<file path="src/u8u16_pkg.sv">
`timescale 1ns / 1ps

package u8u16_pkg;

  // one byte of utf-8 text as it arrives
  typedef struct packed {
    logic [7:0] in_byte;
    logic       end_of_input;
  } in_item_t;

  // one utf-16 code unit as it leaves
  typedef struct packed {
    logic [15:0] code_unit;
    logic        is_replacement;
    logic        last_of_run;
  } out_item_t;

  // accumulator width: four-byte sequences carry 21 bits, longer ones are always replaced
  localparam int unsigned ACC_W = 21;

  localparam int unsigned DEF_FIFO_DEPTH = 4;

  // what the decoder hands to the output queue for one byte
  typedef struct packed {
    logic [1:0] count;
    out_item_t  unit0;
    out_item_t  unit1;
  } dec_result_t;

  localparam logic [15:0] REPL_CHAR     = 16'hFFFD;
  localparam logic [15:0] SUR_HIGH_BASE = 16'hD800;
  localparam logic [15:0] SUR_LOW_BASE  = 16'hDC00;

  localparam logic [ACC_W-1:0] MIN_TWO     = 21'h000080;
  localparam logic [ACC_W-1:0] MIN_THREE   = 21'h000800;
  localparam logic [ACC_W-1:0] SUPP_BASE   = 21'h010000;
  localparam logic [ACC_W-1:0] SUR_FIRST   = 21'h00D800;
  localparam logic [ACC_W-1:0] SUR_LAST    = 21'h00DFFF;
  localparam logic [ACC_W-1:0] NONCHAR_LO  = 21'h00FFFE;
  localparam logic [ACC_W-1:0] NONCHAR_HI  = 21'h00FFFF;
  localparam logic [ACC_W-1:0] MAX_CODE    = 21'h10FFFF;

endpackage

</file>
<file path="src/u8u16_decode.sv">
`timescale 1ns / 1ps

module u8u16_decode import u8u16_pkg::*; (
  input  logic        clk,
  input  logic        rst,
  input  logic        fire,
  input  in_item_t    item,
  output dec_result_t result
);

  logic [2:0]       bytes_remaining;
  logic [2:0]       sequence_length;
  logic [ACC_W-1:0] code_accum;

  logic [2:0]       bytes_remaining_next;
  logic [2:0]       sequence_length_next;
  logic [ACC_W-1:0] code_accum_next;

  logic             cont;
  logic [ACC_W-1:0] cp;
  logic [2:0]       rem_dec;
  logic             bad;
  logic [ACC_W-1:0] supp_off;
  logic             is_ascii;
  logic             is_lead;
  logic [2:0]       trail;
  logic [4:0]       lead_bits;
  logic [1:0]       n;
  out_item_t        units [2];
  out_item_t        fresh_unit;
  logic             fresh_put;

  always_comb begin
    cont      = (item.in_byte[7:6] == 2'b10);
    cp        = {code_accum[ACC_W-7:0], item.in_byte[5:0]};
    rem_dec   = bytes_remaining - 3'd1;
    supp_off  = cp - SUPP_BASE;

    // overlong, too long, surrogate, non-character or out of range
    case (sequence_length)
      3'd2:    bad = (cp < MIN_TWO);
      3'd3:    bad = (cp < MIN_THREE);
      3'd4:    bad = (cp < SUPP_BASE);
      default: bad = 1'b1;
    endcase
    if ((cp >= SUR_FIRST && cp <= SUR_LAST) || cp == NONCHAR_LO || cp == NONCHAR_HI ||
        cp > MAX_CODE) begin
      bad = 1'b1;
    end

    // lead byte classification
    is_ascii  = ~item.in_byte[7];
    is_lead   = 1'b1;
    trail     = 3'd0;
    lead_bits = 5'd0;
    if (item.in_byte[7:5] == 3'b110) begin
      trail = 3'd1; lead_bits = item.in_byte[4:0];
    end else if (item.in_byte[7:4] == 4'b1110) begin
      trail = 3'd2; lead_bits = {1'b0, item.in_byte[3:0]};
    end else if (item.in_byte[7:3] == 5'b11110) begin
      trail = 3'd3; lead_bits = {2'b0, item.in_byte[2:0]};
    end else if (item.in_byte[7:2] == 6'b111110) begin
      trail = 3'd4; lead_bits = {3'b0, item.in_byte[1:0]};
    end else if (item.in_byte[7:1] == 7'b1111110) begin
      trail = 3'd5; lead_bits = {4'b0, item.in_byte[0]};
    end else begin
      is_lead = 1'b0;
    end

    n                    = 2'd0;
    units[0]             = '{code_unit: REPL_CHAR, is_replacement: 1'b1, last_of_run: 1'b0};
    units[1]             = units[0];
    bytes_remaining_next = bytes_remaining;
    sequence_length_next = sequence_length;
    code_accum_next      = code_accum;
    fresh_unit           = units[0];
    fresh_put            = 1'b0;

    if (bytes_remaining != 3'd0 && cont) begin
      if (rem_dec == 3'd0) begin
        if (bad) begin
          n = 2'd1;
        end else if (cp < SUPP_BASE) begin
          n = 2'd1;
          units[0] = '{code_unit: cp[15:0], is_replacement: 1'b0, last_of_run: 1'b0};
        end else begin
          n = 2'd2;
          units[0] = '{code_unit: SUR_HIGH_BASE + {6'b0, supp_off[19:10]},
                       is_replacement: 1'b0, last_of_run: 1'b0};
          units[1] = '{code_unit: SUR_LOW_BASE + {6'b0, supp_off[9:0]},
                       is_replacement: 1'b0, last_of_run: 1'b0};
        end
        bytes_remaining_next = 3'd0;
        sequence_length_next = 3'd0;
        code_accum_next      = '0;
      end else if (item.end_of_input) begin
        n = 2'd1;
      end else begin
        bytes_remaining_next = rem_dec;
        code_accum_next      = cp;
      end
    end else begin
      // a cut sequence gives a replacement before the byte is decoded afresh
      if (bytes_remaining != 3'd0) begin
        n = 2'd1;
      end
      bytes_remaining_next = 3'd0;
      sequence_length_next = 3'd0;
      code_accum_next      = '0;
      if (is_ascii) begin
        fresh_put  = 1'b1;
        fresh_unit = '{code_unit: {8'h00, item.in_byte}, is_replacement: 1'b0,
                       last_of_run: 1'b0};
      end else if (!is_lead || item.end_of_input) begin
        fresh_put = 1'b1;
      end else begin
        bytes_remaining_next = trail;
        sequence_length_next = trail + 3'd1;
        code_accum_next      = {{(ACC_W-5){1'b0}}, lead_bits};
      end
      if (fresh_put) begin
        units[n[0]] = fresh_unit;
        n           = n + 2'd1;
      end
    end

    if (item.end_of_input) begin
      bytes_remaining_next = 3'd0;
      sequence_length_next = 3'd0;
      code_accum_next      = '0;
    end

    units[0].last_of_run = (n == 2'd1);
    units[1].last_of_run = (n == 2'd2);

    result.count = n;
    result.unit0 = units[0];
    result.unit1 = units[1];
  end

  always_ff @(posedge clk) begin
    if (rst) begin
      bytes_remaining <= 3'd0;
      sequence_length <= 3'd0;
      code_accum      <= '0;
    end else if (fire) begin
      bytes_remaining <= bytes_remaining_next;
      sequence_length <= sequence_length_next;
      code_accum      <= code_accum_next;
    end
  end

endmodule

</file>
<file path="src/u8u16_fifo.sv">
`timescale 1ns / 1ps

module u8u16_fifo import u8u16_pkg::*; #(
  parameter int unsigned DEPTH = DEF_FIFO_DEPTH
) (
  input  logic      clk,
  input  logic      rst,
  input  logic      push,
  input  logic [1:0] push_count,
  input  out_item_t push0,
  input  out_item_t push1,
  output logic      room,
  output logic      valid,
  input  logic      ready,
  output out_item_t data
);

  localparam int unsigned PTR_W = (DEPTH > 1) ? $clog2(DEPTH) : 1;
  localparam int unsigned CNT_W = $clog2(DEPTH + 1);
  localparam logic [PTR_W-1:0] LAST_PTR = PTR_W'(DEPTH - 1);

  out_item_t        mem [DEPTH];
  logic [PTR_W-1:0] wr_ptr;
  logic [PTR_W-1:0] rd_ptr;
  logic [CNT_W-1:0] count;
  logic [PTR_W-1:0] wr_ptr1;
  logic [PTR_W-1:0] wr_ptr2;
  logic [PTR_W-1:0] rd_ptr1;
  logic [CNT_W-1:0] free;
  logic             pop;
  logic [CNT_W-1:0] add;

  always_comb begin
    wr_ptr1 = (wr_ptr == LAST_PTR) ? '0 : wr_ptr + 1'b1;
    wr_ptr2 = (wr_ptr1 == LAST_PTR) ? '0 : wr_ptr1 + 1'b1;
    rd_ptr1 = (rd_ptr == LAST_PTR) ? '0 : rd_ptr + 1'b1;
    pop     = valid && ready;
    free    = CNT_W'(DEPTH) - count;
    // room for two units, counting the one leaving this cycle
    room    = (free >= CNT_W'(2)) || (free == CNT_W'(1) && pop);
    add     = push ? CNT_W'(push_count) : '0;
  end

  assign valid = (count != '0);
  assign data  = mem[rd_ptr];

  always_ff @(posedge clk) begin
    if (push && push_count != 2'd0) begin
      mem[wr_ptr] <= push0;
    end
    if (push && push_count == 2'd2) begin
      mem[wr_ptr1] <= push1;
    end
  end

  always_ff @(posedge clk) begin
    if (rst) begin
      wr_ptr <= '0;
      rd_ptr <= '0;
      count  <= '0;
    end else begin
      if (push && push_count == 2'd1) begin
        wr_ptr <= wr_ptr1;
      end else if (push && push_count == 2'd2) begin
        wr_ptr <= wr_ptr2;
      end
      if (pop) begin
        rd_ptr <= rd_ptr1;
      end
      count <= count + add - (pop ? CNT_W'(1) : CNT_W'(0));
    end
  end

endmodule

</file>
<file path="src/utf8_to_utf16_transcoder_core.sv">
`timescale 1ns / 1ps

// channel  | direction | handshake               | payload
// ---------+-----------+-------------------------+-------------------------------------
// byte     | in        | byte_valid / byte_ready | byte_item: in_byte, end_of_input
// unit     | out       | unit_valid / unit_ready | unit_item: code_unit, is_replacement,
//          |           |                         |            last_of_run
//
// one byte item is taken per cycle while byte_ready is high; each passes an input
// register, then the decode logic, which writes zero, one or two units into a small
// output queue, and its units leave from that queue
// a byte leaves the input register only when the queue has room for two units, so a
// stalled unit side backs up into byte_ready after a few items
// synchronous reset clears the input register, decoder state and the queue

module utf8_to_utf16_transcoder_core import u8u16_pkg::*; #(
  parameter int unsigned FIFO_DEPTH = DEF_FIFO_DEPTH
) (
  input  logic      clk,
  input  logic      rst,
  input  logic      byte_valid,
  output logic      byte_ready,
  input  in_item_t  byte_item,
  output logic      unit_valid,
  input  logic      unit_ready,
  output out_item_t unit_item
);

  // input register
  logic        s1_valid;
  in_item_t    s1_item;

  logic        advance;
  logic        room;
  dec_result_t dec;

  // the registered byte moves on as soon as the queue can take its worst case
  assign advance    = s1_valid && room;
  assign byte_ready = !s1_valid || room;

  always_ff @(posedge clk) begin
    if (rst) begin
      s1_valid <= 1'b0;
    end else if (byte_valid && byte_ready) begin
      s1_valid <= 1'b1;
    end else if (advance) begin
      s1_valid <= 1'b0;
    end
  end

  always_ff @(posedge clk) begin
    if (byte_valid && byte_ready) begin
      s1_item <= byte_item;
    end
  end

  // sequence tracking and code unit generation
  u8u16_decode u_decode (
    .clk    (clk),
    .rst    (rst),
    .fire   (advance),
    .item   (s1_item),
    .result (dec)
  );

  // output queue, decouples surrogate pairs and unit-side stalls
  u8u16_fifo #(
    .DEPTH (FIFO_DEPTH)
  ) u_fifo (
    .clk        (clk),
    .rst        (rst),
    .push       (advance),
    .push_count (dec.count),
    .push0      (dec.unit0),
    .push1      (dec.unit1),
    .room       (room),
    .valid      (unit_valid),
    .ready      (unit_ready),
    .data       (unit_item)
  );

endmodule

</file>
<file path="config.mk">
export PLATFORM = sky130hd
export DESIGN_NAME = utf8_to_utf16_transcoder_core
export DESIGN_NICKNAME = d
export VERILOG_FILES = /design/src/u8u16_pkg.sv /design/src/u8u16_decode.sv /design/src/u8u16_fifo.sv /design/src/utf8_to_utf16_transcoder_core.sv
export SDC_FILE = /design/constraint.sdc
export NUM_CORES = 1
export LEC_CHECK = 0
export ABC_AREA = 0
export BUFFER_PORTS_ARGS = -buffer_cell sky130_fd_sc_hd__buf_2
export CORE_UTILIZATION = 46
export CTS_CLUSTER_DIAMETER = 150
export CTS_CLUSTER_SIZE = 30
export DETAILED_ROUTE_END_ITERATION = 7
export GPL_TIMING_DRIVEN = 0
export MAX_ROUTING_LAYER = met4
export SLEW_MARGIN = 20
export SYNTH_ARGS = -nofsm -noshare
export SYNTH_HDL_FRONTEND = slang
export SYNTH_SLANG_ARGS = --single-unit
export TNS_END_PERCENT = 20
</file>
<file path="constraint.sdc">
create_clock -name clk -period 4.7 [get_ports clk]
set_input_delay 0.235 -clock clk [delete_from_list [all_inputs] [get_ports clk]]
set_output_delay 0.235 -clock clk [all_outputs]
set_load 0.02 [all_outputs]
</file>
==> flow_metrics.py, run 1 <==
metrics = {
    "outcome": {
        "status": "completed",
    },
    "global_route": {
        "grt_max_degree": 19,
        "grt.total_usage_pct": 24.0,
        "grt-ovfl-total": 0,
        "grt_pass1_wl_mm": 24.8,
        "grt_pass1_vias": 4547,
        "antenna_found_initial": 0,
    },
    "run": {
        "drv_cap": 0,
    },
    "cts": {
        "cts_tree": "built",
        "htreeDepth": 3,
        "path_clk_slew_ns": 0.07,
        "cts_resized": 0,
        "cts-buffers-inserted": 9,
        "max-clock-path-buffers": 2,
        "clk_latency_ns": 0.36,
        "cts_sinks": 112,
        "hold_buffers": 0,
        "cts_setup_buffers": 0,
        "cts_root_buf": "clkbuf_16",
    },
    "yosys": {
        "syn-instance-count": 563,
        "syn_area_um2": 6170,
        "syn_nets": 597,
        "synthArstFlopShare_pct": 0,
        "ys_ff_latch": 112,
        "synth_ff_type": "edfxtp_1",
        "yosysWarnings": 0,
        "seq_area_frac_synth_pct": 49.4,
        "synth_cell_types": 63,
        "synth.top_cell.area_share_pct": 39.4,
        "syn_avg_cell_area_um2": 11.0,
        "synth_edf_count": 81,
        "yosysTopAreaCell": "edfxtp_1",
        "synth.area.top_cells": "edfxtp_1 39%, dfxtp_1 10%, mux4_2 6.6%",
    },
    "detailed_routing": {
        "wl_mm": 15.6,
        "met3_length_um": 823,
        "viasPerCell": 5.94,
        "route.detailed.drc": 0,
        "dr_wl_met2_mm": 7.58,
        "avgRoutedWirePerCell_um": 19.9,
        "wl_met1_mm": 6.94,
        "ant_nets": 0,
        "firstDrtPassIters": 5,
        "dr_total_vias": 4651,
        "maxUsedRoutingLayer": "met4",
        "drt_iter0_drc": 358,
    },
    "worst_setup_path": {
        "crit_end": "u_fifo.mem[2][8]",
        "endpoint_kind": "flip-flop",
        "crit_path_top_delay_cell": "nor4b_4",
        "worstPathArrival_ns": 4.20,
        "crit_start": "s1_item[8]",
        "rr_worst_depth": 9,
        "startpoint_type": "flip-flop",
        "cp_slowest_stage_delay_ns": 0.81,
        "reg2reg_setup_slack_ns": 0.48,
        "cp_common_cell": "a21o_1",
        "rr_endpoint": "u_fifo.mem[2][8]",
        "cp_max_fo": 18,
        "crit_type": "flip-flop to flip-flop",
        "cp_cell_sequence": "clkbuf_1 > nand2_1 > or2_2 > a21o_1 > ha_1 > nor4b_4 > a32o_1 > buf_2 > a21o_1",
        "worstReg2RegStart": "s1_item[8]",
        "critPathRequiredTime_ns": 4.68,
    },
    "die": {
        "dieArea_um2": 13900,
        "core_um2": 12900,
        "num_rows": 41,
        "pin_count": 33,
        "fp.dieH_um": 118,
        "fp.dieW_um": 118,
        "start_util_pct": 48.0,
    },
    "timing": {
        "min_period_ns": 4.22,
        "maxSlewViolCount": 0,
        "setup_violations": 0,
        "slew_headroom_pct": 36.8,
        "setup-tns-final_ns": 0,
        "rsz0062_at_grt": "false",
        "fmax_mhz": 237,
        "hold_viol_final": 0,
        "worst_pin_slew_ns": 0.947,
        "fin_ws_ns": 0.480,
        "final.period_utilization_pct": 89.8,
        "skew_ns": 0.0122,
    },
    "cells_and_area": {
        "drive_above_1_share_pct": 16.9,
        "final_net_count": 640,
        "n_antenna_cell": 0,
        "syn_to_final_growth_pct": 11.8,
    },
    "power": {
        "power.total_uw": 2940,
        "power_leakage_uw": 0.00249,
        "powerDensity_nw_per_um2": 426,
        "ir_drop_mv": 0.213,
    },
    "place": {
        "routabilityCongestion": 0.950,
        "hpwl_mm": 11.2,
        "dp_slack_ns": 0.535,
        "port_buffers": 32,
    },
    "min_path": {
        "hold_path_class": "input port to flip-flop",
        "min_path_cells": 1,
    },
}
## cells in the final DEF (no fill, tap or decap), types with 4 or more instances in the layout
cell,synthesis,routed
a211oi_1,5,5
a21o_1,5,5
a21oi_1,49,49
a22oi_1,5,5
a32o_1,4,4
a32oi_4,4,4
and3_1,6,6
buf_2,14,46
clkbuf_1,18,18
clkbuf_16,0,9
dfxtp_1,31,31
edfxtp_1,81,81
ha_1,20,20
inv_1,29,29
mux2i_1,30,30
mux4_2,18,18
nand2_1,33,33
nand3_1,4,4
nand4_1,7,7
nor2_1,55,55
nor2b_1,4,4
nor3_1,9,8
nor4_1,7,7
o21ai_0,15,15
o21ai_1,36,36
o22ai_1,8,8
xnor2_1,5,5
## cells in the mapped netlist, types with 4 or more instances
| cell type | n |
|---|---|
| a211oi_1 | 5 |
| a21o_1 | 5 |
| a21oi_1 | 49 |
| a22oi_1 | 5 |
| a32o_1 | 4 |
| a32oi_4 | 4 |
| and3_1 | 6 |
| buf_2 | 14 |
| clkbuf_1 | 18 |
| dfxtp_1 | 31 |
| edfxtp_1 | 81 |
| ha_1 | 20 |
| inv_1 | 29 |
| mux2i_1 | 30 |
| mux4_2 | 18 |
| nand2_1 | 33 |
| nand3_1 | 4 |
| nand4_1 | 7 |
| nor2_1 | 55 |
| nor2b_1 | 4 |
| nor3_1 | 9 |
| nor4_1 | 7 |
| o21ai_0 | 15 |
| o21ai_1 | 36 |
| o22ai_1 | 8 |
| xnor2_1 | 5 |
## area by class of cell
class                           count  area [µm²]
Tap cell                          172         215
Clock buffer                        9         225
Clock inverter                      7         115
Buffer                             39         186
Sequential cell                   112        3050
Multi-Input combinational cell    383        2840
Timing Repair Buffer               32         160
Fill cell                        1136        5970
Inverter                           29         109
## sequential cells by signal, summed over array words and instances (netlist names), named ones only
name                      flops
s1_item                       9
s1_valid                      1
u_decode.bytes_remaining      3
u_decode.code_accum          15
u_decode.sequence_length      3
u_fifo.count                  3
u_fifo.mem                   72
u_fifo.rd_ptr                 2
u_fifo.wr_ptr                 2
## worst min path at each step
stage | from | slack, ns | to
2_1_floorplan | byte_item[0] | 0.33 | s1_item[0]
3_3_place_gp | byte_item[7] | 0.41 | s1_item[7]
3_5_place_dp | byte_item[0] | 0.41 | s1_item[0]
4_1_cts | byte_item[1] | 0.03 | s1_item[1]
5_1_grt | byte_item[2] | 0.03 | s1_item[2]
6_report | byte_item[0] | 0.05 | s1_item[0]
## routing by layer
metal  global-route usage, %  vias to the layer above
li1                        -                     2207
met1                    31.1                     2257
met2                    38.5                      171
met3                    3.59                       16
met4                    8.25                        0
met5                       -                        -
## logic make-up after synthesis
family / count (synthesis) / synth area share, %
AO/OA/AOI/OAI: 162 / 17.6
AND/OR/NAND/NOR: 145 / 11.3
flip-flops: 112 / 49.4
buffers and inverters: 68 / 4.78
multiplexers: 50 / 11.8
adder cells (fa/ha/maj): 21 / 4.38
XOR/XNOR: 5 / 0.709
## report_power, final
part | total (µW) | switching (µW) | internal (µW) | leakage [µW]
Clock | 883 | 362 | 522 | 0.000166
Combinational | 834 | 516 | 318 | 0.00134
Sequential | 1220 | 39.9 | 1180 | 0.000984
## through the flow
stage,utilization (%),hold WS (ns),instance area (µm²),std cells
6_report,53.6,0.0466,6900,783
3_5_place_dp,51.0,0.413,6560,767
2_1_floorplan,-,0.334,6170,563
4_1_cts,53.6,0.0348,6900,783
3_3_place_gp,50.9,0.412,6550,767
5_1_grt,53.6,0.0331,6900,783
## critical path, delay by kind of cell (launching register included)
family          cells  cell delay, ns
fa+ha+maj           1            0.37
simple gates        3            1.29
buf+inv             2            0.62
flops               1            0.34
compound gates      3            1.22
Note: power is estimated with default switching activity, not from simulation.
==> run 2: changes to the inputs <==
Settings changed: RECOVER_POWER from default to 50, SKIP_LAST_GASP from default to 1, SLEW_MARGIN 20 to default.
==> flow_metrics.py, run 2 (synthesized netlist as in run 1, its figures left out) <==
metrics = {
    "power": {
        "powerDensity_nw_per_um2": 416,
        "p_sw_uw": 910,
        "combPwrFrac_pct": 28.9,
        "clkPwrFrac_pct": 27.4,
        "netSwitchingFraction_pct": 32.5,
        "p_int_uw": 1890,
        "p_seq_share_pct": 43.8,
        "power_leakage_uw": 0.00240,
        "ir_drop_mv": 0.212,
        "power.total_uw": 2800,
    },
    "cts": {
        "path_clk_slew_ns": 0.07,
        "cts_setup_buffers": 0,
        "cts_sinks": 112,
        "hold_buffers": 0,
        "cts_root_buf": "clkbuf_16",
        "cts_resized": 0,
        "cts_tree": "built",
        "htreeDepth": 3,
        "cts-buffers-inserted": 9,
        "clk_latency_ns": 0.36,
        "max-clock-path-buffers": 2,
    },
    "timing": {
        "hold_viol_final": 0,
        "worst_pin_slew_ns": 1.25,
        "maxSlewViolCount": 0,
        "slew_headroom_pct": 15.9,
        "fin_ws_ns": 0.557,
        "final.period_utilization_pct": 88.2,
        "skew_ns": 0.0101,
        "rsz0062_at_grt": "false",
        "fmax_mhz": 241,
        "min_period_ns": 4.14,
        "setup_violations": 0,
        "setup-tns-final_ns": 0,
    },
    "die": {
        "core_um2": 12900,
        "start_util_pct": 48.0,
        "pin_count": 33,
        "num_rows": 41,
        "dieArea_um2": 13900,
        "fp.dieH_um": 118,
        "fp.dieW_um": 118,
    },
    "cells_and_area": {
        "syn_to_final_growth_pct": 8.98,
        "n_antenna_cell": 0,
        "mostFrequentLayoutCell": "edfxtp_1",
        "largest_reg_flops": 72,
        "drive_above_1_share_pct": 11.8,
        "largest_register": "u_fifo.mem",
        "final_net_count": 641,
        "instances_no_fill": 782,
        "largestRegisters": "u_fifo.mem: 72 flops, u_decode.code_accum: 15 flops, s1_item: 9 flops",
        "final_cell_mix": "81 x edfxtp_1, 55 x nor2_1, 49 x a21oi_1",
    },
    "outcome": {
        "status": "completed",
    },
    "detailed_routing": {
        "route.detailed.drc": 0,
        "firstDrtPassIters": 5,
        "avgRoutedWirePerCell_um": 20.1,
        "ant_nets": 0,
        "wl_mm": 15.7,
        "drt_iter0_drc": 413,
        "dr_total_vias": 4662,
        "viasPerCell": 5.96,
    },
    "place": {
        "dp_slack_ns": 0.179,
        "place.detailed.instances": 767,
        "port_buffers": 32,
        "routabilityCongestion": 0.950,
        "hpwl_mm": 11.2,
    },
    "run": {
        "drv_cap": 0,
    },
    "worst_setup_path": {
        "cp_max_fo": 18,
        "rr_worst_depth": 10,
        "critPathRequiredTime_ns": 4.68,
        "crit_type": "flip-flop to flip-flop",
        "endpoint_kind": "flip-flop",
        "startpoint_type": "flip-flop",
        "worstPathArrival_ns": 4.12,
        "reg2reg_setup_slack_ns": 0.56,
        "cp_slowest_stage_delay_ns": 0.70,
        "critPathBufInv": 4,
        "rr_endpoint": "u_fifo.mem[2][8]",
        "cp_cell_sequence": "clkbuf_1 > inv_1 > nor2_1 > a21o_1 > ha_1 > nor4b_2 > clkbuf_1 > a32o_1 > buf_2 > a21o_1",
        "cp_top_family": "buffers and inverters",
        "crit_path_top_delay_cell": "a21o_1",
        "worstReg2RegStart": "s1_item[6]",
    },
    "min_path": {
        "min_path_cells": 1,
        "hold_path_class": "input port to flip-flop",
        "hold_end": "s1_item[7]",
        "worstHoldStart": "byte_item[7]",
    },
    "global_route": {
        "antenna_found_initial": 0,
        "met2_usage_pct": 37.8,
        "grt_pass1_wl_mm": 24.7,
        "use_met3_pct": 3.92,
        "grt_pass1_vias": 4530,
        "grt.total_usage_pct": 23.9,
        "grt_max_degree": 19,
        "grt-ovfl-total": 0,
        "grt.busiest_layer": "met2",
        "met1_usage_pct": 31.0,
    },
}
==> run 2: worst max path at each step <==
stage / end / cells after the start / startpoint / slack, ns
2_1_floorplan: u_fifo.mem[0][0] / 9 / s1_item[8] / 0.99
3_3_place_gp: u_fifo.mem[1][8] / 9 / s1_item[8] / 0.18
3_5_place_dp: u_fifo.mem[1][13] / 9 / s1_item[8] / 0.18
4_1_cts: u_fifo.mem[1][8] / 9 / s1_item[8] / 0.17
5_1_grt: u_fifo.mem[1][8] / 9 / u_decode.bytes_remaining[0] / 0.30
6_report: u_fifo.mem[2][8] / 10 / s1_item[6] / 0.56
==> run 2: power groups by stage <==
stage / clock network [µW] / registers [µW] / logic (µW)
CTS: 775 / 1230 / 835
floorplan: 0 / 1230 / 617
global placement: 0 / 1240 / 822
detailed placement: 0 / 1250 / 831
finish: 767 / 1230 / 808
global route: 807 / 1240 / 889
==> run 2: per-stage QoR <==
stage | hold WS, ns | utilization, % | area, µm²
after floorplan | 0.334 | - | 6170
after global placement | 0.412 | 50.9 | 6550
after detailed placement | 0.413 | 50.9 | 6550
after CTS | 0.0371 | 53.1 | 6830
after global routing | 0.0384 | 52.3 | 6730
final | 0.0476 | 52.3 | 6730
==> run 2: cell type report <==
cell class	count	area, µm²
Multi-Input combinational cell	383	2750
Clock buffer	9	225
Timing Repair Buffer	33	139
Clock inverter	5	57.6
Tap cell	172	215
Sequential cell	112	3050
Fill cell	1180	6150
Inverter	29	109
Buffer	39	179
==> run 2: layer usage <==
metal | vias to the layer above | part of all wire [%]
met5 | - | 0
met4 | 0 | 2.2
met3 | 29 | 5.7
met2 | 168 | 48
met1 | 2260 | 44
li1 | 2205 | -
==> run 3: changes to the inputs <==
Settings changed: PLACE_DENSITY from default to 0.61.
==> flow_metrics.py, run 3 (synthesized netlist as in run 1, its figures left out) <==
metrics = {
    "outcome": {
        "status": "completed",
    },
    "worst_setup_path": {
        "cp_top_family": "buffers and inverters",
        "crit_path_top_delay_cell": "a21o_1",
        "cp_max_fo": 18,
        "crit_type": "flip-flop to flip-flop",
        "startpoint_type": "flip-flop",
        "critPathBufInv": 4,
        "cp_common_cell": "clkbuf_1",
        "cp_cell_sequence": "clkbuf_1 > inv_1 > nor2_1 > a21o_1 > ha_1 > nor4b_2 > clkbuf_1 > a32o_1 > clkbuf_1 > a21o_1",
        "critPathRequiredTime_ns": 4.68,
        "endpoint_kind": "flip-flop",
        "cp_slowest_stage_delay_ns": 0.73,
        "worstPathArrival_ns": 4.10,
    },
    "detailed_routing": {
        "firstDrtPassIters": 5,
        "viasPerCell": 6.03,
        "drt_iter0_drc": 419,
        "avgRoutedWirePerCell_um": 20.2,
        "ant_nets": 0,
        "dr_total_vias": 4731,
        "wl_mm": 15.9,
        "route.detailed.drc": 0,
    },
    "cts": {
        "path_clk_slew_ns": 0.07,
        "cts-buffers-inserted": 9,
        "max-clock-path-buffers": 2,
        "clk_latency_ns": 0.36,
        "htreeDepth": 3,
        "cts_resized": 0,
        "cts_tree": "built",
        "cts_sinks": 112,
        "cts_root_buf": "clkbuf_16",
    },
    "global_route": {
        "grt_pass1_vias": 4638,
        "grt_max_degree": 19,
        "grt_pass1_wl_mm": 25.2,
        "antenna_found_initial": 0,
        "grt-ovfl-total": 0,
        "grt.total_usage_pct": 24.6,
    },
    "cells_and_area": {
        "final_area_um2": 6740,
        "n_antenna_cell": 0,
        "utilization_pct": 52.4,
        "largest_reg_flops": 72,
        "largestRegisters": "u_fifo.mem: 72 flops, u_decode.code_accum: 15 flops, s1_item: 9 flops",
        "mostFrequentLayoutCell": "edfxtp_1",
        "final_cell_mix": "81 x edfxtp_1, 55 x nor2_1, 49 x a21oi_1",
        "drive_above_1_share_pct": 11.9,
        "final_net_count": 642,
        "largest_register": "u_fifo.mem",
        "syn_to_final_growth_pct": 9.22,
        "n_fill_cell": 1208,
    },
    "die": {
        "dieArea_um2": 13900,
        "num_rows": 41,
        "fp.dieH_um": 118,
        "start_util_pct": 48.0,
        "pin_count": 33,
        "core_um2": 12900,
        "fp.dieW_um": 118,
    },
    "power": {
        "netSwitchingFraction_pct": 33.1,
        "ir_drop_mv": 0.238,
        "p_seq_share_pct": 44.5,
        "powerDensity_nw_per_um2": 408,
        "p_int_uw": 1840,
        "p_sw_uw": 911,
        "clkPwrFrac_pct": 25.9,
        "combPwrFrac_pct": 29.6,
        "power_leakage_uw": 0.00239,
    },
    "timing": {
        "rsz0062_at_grt": "false",
        "worst_pin_slew_ns": 1.30,
        "skew_ns": 0.00955,
        "maxSlewViolCount": 0,
        "min_period_ns": 4.12,
        "setup_violations": 0,
        "fmax_mhz": 242,
        "final.period_utilization_pct": 87.7,
        "slew_headroom_pct": 12.9,
        "holdWs_ns": 0.0493,
        "hold_viol_final": 0,
        "fin_ws_ns": 0.576,
        "setup-tns-final_ns": 0,
    },
    "place": {
        "hpwl_mm": 11.4,
        "place_area_um2": 6550,
        "routabilityCongestion": 0.941,
        "port_buffers": 32,
        "dp_slack_ns": 0.140,
    },
    "run": {
        "drv_cap": 0,
    },
    "min_path": {
        "hold_path_class": "input port to flip-flop",
    },
}
## run 3: cell count changes in the layout (fill, tap and decap cells not counted), sizes merged
cell,change
bufinv,-1
clkinvlp,+1
buf,+1
clkinv,+2
## run 3: worst paths after layout
| path | startpoint | endpoint | slack, ns | depth (start not counted) |
|---|---|---|---|---|
| worst max-delay path | s1_item[6] | u_fifo.mem[2][8] | 0.58 | 10 |
| worst min-delay path | byte_item[8] | s1_item[8] | 0.05 | 1 |
| worst max register to register | s1_item[6] | u_fifo.mem[2][8] | 0.58 | 10 |
| worst min register to register | u_decode.bytes_remaining[1] | u_decode.bytes_remaining[1] | 0.46 | 2 |
## run 3: cell type report
cell class,count,area (µm²),share of cell area (%)
Sequential cell,112,3050,45.3
Multi-Input combinational cell,383,2770,41.1
Clock buffer,9,225,3.34
Tap cell,172,215,3.19
Buffer,39,179,2.65
Timing Repair Buffer,34,146,2.17
Inverter,29,109,1.61
Clock inverter,7,46.3,0.686
## run 3: metal layers
| layer | up-vias | routed length, µm | GRT usage [%] |
|---|---|---|---|
| met5 | - | 0 | - |
| met4 | 0 | 520 | 11.8 |
| met3 | 41 | 791 | 3.73 |
| met2 | 170 | 7720 | 39.4 |
| met1 | 2313 | 6860 | 30.4 |
| li1 | 2207 | - | - |
## run 3: through the flow
step                std cells  total power [µW]
finish                    785              2750
global route              785              2890
CTS                       783              2800
detailed placement        767              2090
global placement          767              2070
floorplan                 563              1850
## run 3: what timing repair did
| item | in CTS | in global routing |
|---|---|---|
| hold buffers | 0 | 0 |
| setup buffers | 0 | 2 |
| hold endpoints to repair | 0 | 0 |
| setup endpoints to repair | 0 | 72 |
## run 3: power by group through the flow
| stage | logic (µW) | clock network, µW | registers [µW] |
|---|---|---|---|
| after floorplan | 617 | 0 | 1230 |
| after global placement | 825 | 0 | 1240 |
| after detailed placement | 840 | 0 | 1250 |
| after CTS | 843 | 728 | 1220 |
| after global routing | 894 | 760 | 1230 |
| final | 814 | 713 | 1220 |
